===== config.mk =====
export PLATFORM = sky130hd
export DESIGN_NAME = tcmq_fifo
export DESIGN_NICKNAME = d
export VERILOG_FILES = /design/src/sv/tcmq_cell.sv /design/src/sv/tcmq_fifo.sv
export SDC_FILE = /design/constraint.sdc
export NUM_CORES = 2
export LEC_CHECK = 0
export ABC_AREA = 0
export BUFFER_PORTS_ARGS = -buffer_cell sky130_fd_sc_hd__buf_2
export CAP_MARGIN = 20
export CORE_MARGIN = 2
export CORE_UTILIZATION = 49
export DETAILED_ROUTE_END_ITERATION = 12
export PLACE_DENSITY = 0.76
export SYNTH_ARGS = -nofsm -noshare
export SYNTH_HDL_FRONTEND = slang
export SYNTH_HIERARCHICAL = 1
export SYNTH_SLANG_ARGS = --single-unit

===== constraint.sdc =====
create_clock -name clk -period 2.6 [get_ports clk]
set_input_delay 0 -clock clk [delete_from_list [all_inputs] [get_ports clk]]
set_output_delay 0 -clock clk [all_outputs]
set_load 0.05 [all_outputs]

===== src/sv/tcmq_cell.sv =====
module tcmq_cell #(
  parameter int W = 40
) (
  input  logic         clk,
  input  logic         load,
  input  logic         shift,
  input  logic [W-1:0] load_data,
  input  logic [W-1:0] next_data,
  output logic [W-1:0] data_q
);

  logic [W-1:0] data_r;
  logic [W-1:0] data_nxt;

  // take a new entry, or the neighbor's entry on a pop
  always_comb begin
    data_nxt = data_r;
    if (load) begin
      data_nxt = load_data;
    end else if (shift) begin
      data_nxt = next_data;
    end
  end

  always_ff @(posedge clk) begin
    data_r <= data_nxt;
  end

  assign data_q = data_r;

endmodule


===== src/sv/tcmq_fifo.sv =====
module tcmq_fifo #(
  parameter int DEPTH = 64,
  parameter int W     = 40,
  localparam int CW   = $clog2(DEPTH + 1)
) (
  input  logic          clk,
  input  logic          rst_n,
  input  logic          push,
  input  logic          clr,
  input  logic          pop,
  input  logic [W-1:0]  push_data,
  output logic [W-1:0]  head_data,
  output logic [CW-1:0] count
);

  logic [CW-1:0] count_r;
  logic [CW-1:0] count_nxt;
  logic [CW-1:0] wr_idx;
  logic [W-1:0]  cell_q [DEPTH];

  // write slot: first free cell, or the first cell when emptied before the push
  assign wr_idx = clr ? '0 : count_r;

  // row of cells, each but the last pulling from its upper neighbor on a pop
  for (genvar i = 0; i < DEPTH; i++) begin : g_cell
    logic [W-1:0] upper;
    if (i == DEPTH - 1) begin : g_last
      assign upper = cell_q[i];
    end else begin : g_mid
      assign upper = cell_q[i+1];
    end
    tcmq_cell #(.W(W)) u_cell (
      .clk       (clk),
      .load      (push && (wr_idx == CW'(i))),
      .shift     (pop),
      .load_data (push_data),
      .next_data (upper),
      .data_q    (cell_q[i])
    );
  end

  // fill count
  always_comb begin
    count_nxt = count_r;
    if (push) begin
      count_nxt = wr_idx + CW'(1);
    end else if (pop) begin
      count_nxt = count_r - CW'(1);
    end
  end

  always_ff @(posedge clk) begin
    if (!rst_n) begin
      count_r <= '0;
    end else begin
      count_r <= count_nxt;
    end
  end

  assign head_data = cell_q[0];
  assign count     = count_r;

endmodule


* After elaboration in Yosys (flattened, before gate mapping)
Index checks and enable logic that the tools add are counted.
** Cells by class
- Add/subtract/negate cells :: 2
- Equality and inequality tests :: 63
- Muxes and demuxes :: 129
- Reduce and logical (&&, ||, !) cells :: 129
** Operators by type and width (count)
- two-way mux 40 bit :: 126
- == test 7 x 6 -> 1 bit, second input constant :: 32
- nonzero test 2 bit :: 64
- == test 7 x 5 -> 1 bit, second input constant :: 16
- logical AND 1 bit :: 64
- == test 7 x 4 -> 1 bit, second input constant :: 8
- == test 7 x 3 -> 1 bit, second input constant :: 4
- two-way mux 7 bit :: 3
- == test 7 x 2 -> 1 bit, second input constant :: 2
- adder 7 x 1 -> 7 bit, second input constant :: 1
- == test 7 x 1 -> 1 bit, second input constant :: 1
- logical NOT 7 bit :: 1
- subtractor 7 x 1 -> 7 bit, second input constant :: 1
** Storage, ports and cells
- Flip-flop bits (word level) :: 2567
- Output and inout bits :: 47
- Logic and storage cells :: 388

* Depth between registers and ports, before layout
- Depth in word-level cells :: 4
- Depth in mapped cells :: 9
- Mapped depth without buffers :: 6

* Cells and area by module
Netlist, hierarchy kept.
** By module, submodules not included
- tcmq_cell :: times used 64, cells an instance 86, area an instance 1895.6 sq um, seq. area each 1201.2 sq um
- tcmq_fifo :: times used 1, cells an instance 167, area an instance 938.4 sq um, seq. area each 140.1 sq um

* Worst setup path after synthesis
OpenSTA, ideal clock, no wires.
- Path kind :: register to register
- Start :: register count_r[0], in the netlist count[0]
- End :: register g_cell[63].u_cell.data_r[0], enable pin
- Setup time :: 399 ps
- Data arrival time :: 2798 ps
- Required time :: 2201 ps
- Slack :: -597 ps
- Cell stages (with the launch flop) :: 8
- Path through :: dfxtp_1 > buf_2 > and2_0 > and3_4 > o2111a_1 > buf_6 > buf_12 > or2_1
** Between the ends
- Word-level cells in the longest chain between the ends :: 3
** Ends and longest elaborated chain
- start, declared :: line tcmq_fifo.sv:16 : logic [CW-1:0] count_r;
- start signal, assigned :: line tcmq_fifo.sv:56 : count_r <= count_nxt;
- two-way mux 7 bit :: line tcmq_fifo.sv:22 : assign wr_idx = clr ? '0 : count_r;
- == test 7 x 6 -> 1 bit :: line tcmq_fifo.sv:34 : .load (push && (wr_idx == CW'(i))),
- logical AND 1 bit :: line tcmq_fifo.sv:34
- end signal, assigned :: line tcmq_cell.sv:26 : data_r <= data_nxt;
- end, declared :: line tcmq_cell.sv:12 : logic [W-1:0] data_r;
Every way passes these cells.
A chain may end at the register's enable or synchronous reset.

* Final worst setup path
- Start :: register count_r[0], in the netlist count[0]
- End :: register g_cell[37].u_cell.data_r[14], data pin
** Between the ends
- Word-level cells in the longest chain between the ends :: 4
** Ends and longest elaborated chain
- two-way mux 7 bit :: line tcmq_fifo.sv:22
- == test 7 x 6 -> 1 bit :: line tcmq_fifo.sv:34
- logical AND 1 bit :: line tcmq_fifo.sv:34
- two-way mux 40 bit :: line tcmq_cell.sv:18 : if (load) begin
- via g_cell[37].u_cell.data_nxt[14] :: line tcmq_cell.sv:13 : logic [W-1:0] data_nxt;
- end signal, assigned :: line tcmq_cell.sv:26
- end, declared :: line tcmq_cell.sv:12
The timed path passes the listed nets, and every way through them passes these cells.

==> flow_metrics.py <==
metrics = {
    "status": {
        "status": "finished clean",
    },
    "flow_run": {
        "drv_cap": 0,
    },
    "global_route": {
        "grt_usage_pct": 18.8,
        "grt_pass1_vias": 54600,
        "grt_start_max_net_pins": 65,
        "grt_pass1_wl_um": 357000,
        "overflow": 0,
        "antenna_found_initial": 13,
    },
    "die": {
        "rows": 183,
        "io_pins": 92,
        "start_util_pct": 49.2,
        "die_w_um": 504,
        "die_h_um": 504,
        "coreArea_mm2": 0.248,
        "dieArea_mm2": 0.254,
    },
    "timing": {
        "fin_crit_sh_pct": 98.6,
        "clock_skew_ns": 0.0492,
        "final_hold_viol_count": 0,
        "timing.final.crit_period_ns": 2.56,
        "tightest_slew_ns": 1.14,
        "drv_slew": 0,
        "fin_setup_tns_ns": 0,
        "slew_headroom_pct": 24.0,
        "rsz0062_at_grt": "true",
        "fmax_ghz": 0.390,
        "setup_viol": 0,
    },
    "yosys": {
        "synth-seq-area-share_pct": 63.0,
        "synth-simple-area-share_pct": 0.758,
        "synth-edff-count": 2560,
        "yosys-mux-area-fraction_pct": 31.2,
        "synthArstFlopShare_pct": 0,
        "synth_ff_type": "edfxtp_1",
        "synth_seq_cells": 2567,
        "synth_compound_area_share_pct": 0.133,
        "netlist_area_mm2": 0.122,
        "synth_cell_types": 42,
        "synth_top_area_share_pct": 62.9,
        "yosysWarnings": 6,
        "yosys.area.top_type": "edfxtp_1",
        "syn-num-nets": 5717,
        "synthCells": 5671,
        "yosys.area_share.adder_pct": 0.0102,
        "avgSynthCellArea_um2": 21.6,
        "synthXorXnorAreaFrac_pct": 0,
        "synth_top_family_by_area": "multiplexers",
        "synth.area.top_cells": "edfxtp_1 (63%), mux2_4 (31%), buf_12 (4.2%)",
    },
    "cells_and_area": {
        "area_delta_synth_final_pct": 10.4,
        "num-fill-cells": 18300,
        "seq_area_mm2": 0.0770,
        "finalNonFillerCells": 9611,
        "layout-drive-gt1-share_pct": 55.6,
        "fin_nets": 6143,
        "multi_input_area_mm2": 0.0400,
        "final_util_pct": 54.3,
    },
    "route": {
        "drc": 0,
        "drt_iter0_markers": 4506,
        "routedWlPerCell_um": 25.2,
        "routed_via_density": 5.48,
        "firstDrtPassIters": 6,
        "vias": 52700,
        "postRouteAntennaNets": 0,
        "drt-total-wl_um": 242000,
    },
    "placed_design": {
        "placed_cells": 9089,
        "hpwl_um": 150000,
        "io_buffers": 91,
        "gp_congestion": 0.842,
    },
    "cts": {
        "cts_htree_levels": 5,
        "clk_pin_slew_ns": 0.06,
        "cts_sinks": 2567,
        "clk_latency_ns": 0.92,
        "cts_tree": "done",
        "cts_buffers": 281,
        "cts_root_buf": "clkbuf_16",
        "clockBufferDepth": 4,
    },
    "worst_setup_path": {
        "crit_required_ns": 3.23,
        "startpoint_type": "flip-flop",
        "worst-endpoint-arrival_ns": 3.20,
        "crit_type": "flip-flop to flip-flop",
        "r2r_cells": 8,
        "end_kind": "flip-flop",
        "crit_fanout": 29,
    },
    "min_path": {
        "hold_depth": 2,
        "hp-class": "input pin to flip-flop",
    },
    "pwr": {
        "peakVddDrop_v": 0.000714,
        "powerDensity_mw_per_mm2": 688,
        "p_leak_nw": 49.7,
    },
}
## synthesized netlist by cell type, types with 2 or more instances
library cell,instances
a21oi_1,5
a22oi_1,2
a31oi_1,2
buf_12,256
buf_2,8
buf_6,67
dfxtp_1,7
edfxtp_1,2560
inv_1,5
mux2_2,64
mux2_4,2496
nand2_1,22
nand2b_1,3
nand3_1,2
nand3b_1,2
nor2_1,76
nor2b_1,2
nor3_1,3
o22ai_1,3
or2_1,64
## cell type report
type / count / area share, %
multi-input cells: 2772 / 29.6
repair buffers: 470 / 4.03
inverters: 5 / 0.0139
clock buffers: 340 / 5.47
flip-flops and latches: 2567 / 57.1
well taps: 3330 / 3.09
diodes: 1 / 0.00185
clock inverters: 126 / 0.685
## flip-flops by register name (all words and copies together), names as in the netlist
| register | flops |
|---|---|
| g_cell.u_cell/data_q | 2560 |
| count | 7 |
## report_power, final
group	internal (mW)	switching (mW)	leakage, nW
Clock	21.3	15.4	4.08
Combinational	3.43	3.39	20.5
Sequential	48.4	0.875	25.1
## layout by cell type (no fill, tap or decap), drive strengths merged, types with 13 or more instances in the layout
cell         netlist  final
or2               64     69
buf              331    427
nor2              77     77
edfxtp          2560   2560
clkbuf             1    340
dlygate4sd3        0     42
mux2            2560   2560
clkinv             0    103
nand2             22     22
bufinv             0     13
## through the flow
stage	hold slack, ns	total power, mW	area, um^2	worst slack [ns]
6_report	0.0624	92.9	135000	0.0355
5_1_grt	0.0352	95.7	135000	-0.123
4_1_cts	0.00897	93.7	135000	-0.00293
3_5_place_dp	0.305	56.8	126000	-0.203
3_3_place_gp	0.297	56.6	126000	-0.242
2_1_floorplan	0.129	54.1	122000	-0.0179
## critical path, cell delays in order, from the launching register on
cell	delay, ns
dfxtp_2	0.34
buf_4	0.17
inv_1	0.08
nor2_1	0.30
nand2_1	0.27
buf_4	0.25
nor2_4	0.26
buf_12	0.27
mux2_4	0.34
## kinds of logic (layout without fill, tap and decap cells)
logic type,count (synthesis),count (layout)
flip-flops,2567,2567
AO/OA/AOI/OAI,22,22
AND/OR/NAND/NOR,184,189
adder cells (fa/ha/maj),1,1
other,0,1
multiplexers,2560,2560
buffers and inverters,337,941
## layer usage
| metal | share of wire, % | track usage [%] |
|---|---|---|
| met3 | 5.7 | 3.58 |
| met2 | 49 | 31.6 |
| met5 | 0.0041 | 0 |
| met1 | 43 | 25.0 |
| met4 | 2.3 | 4.85 |
## worst paths after layout
check	startpoint	endpoint	slack, ns
min	push_data[1]	g_cell[63].u_cell/data_q[1]$_DFFE_PP_	0.06
max	count[0]$_SDFFE_PN0P_	g_cell[37].u_cell/data_q[14]$_DFFE_PP_	0.04
min reg2reg	g_cell[36].u_cell/data_q[30]$_DFFE_PP_	g_cell[35].u_cell/data_q[30]$_DFFE_PP_	0.51
max reg2reg	count[0]$_SDFFE_PN0P_	g_cell[37].u_cell/data_q[14]$_DFFE_PP_	0.04
## timing repair
item | CTS | global route
setup buffers | 0 | 7
pin swaps | 0 | 7
setup endpoints to repair | 296 | 556
resized for setup | 4 | 13
endpoints found under the hold margin | 1041 | 0
cloned | 0 | 5
hold buffers | 43 | 0
No activity file was read; power rests on OpenSTA's default activity.
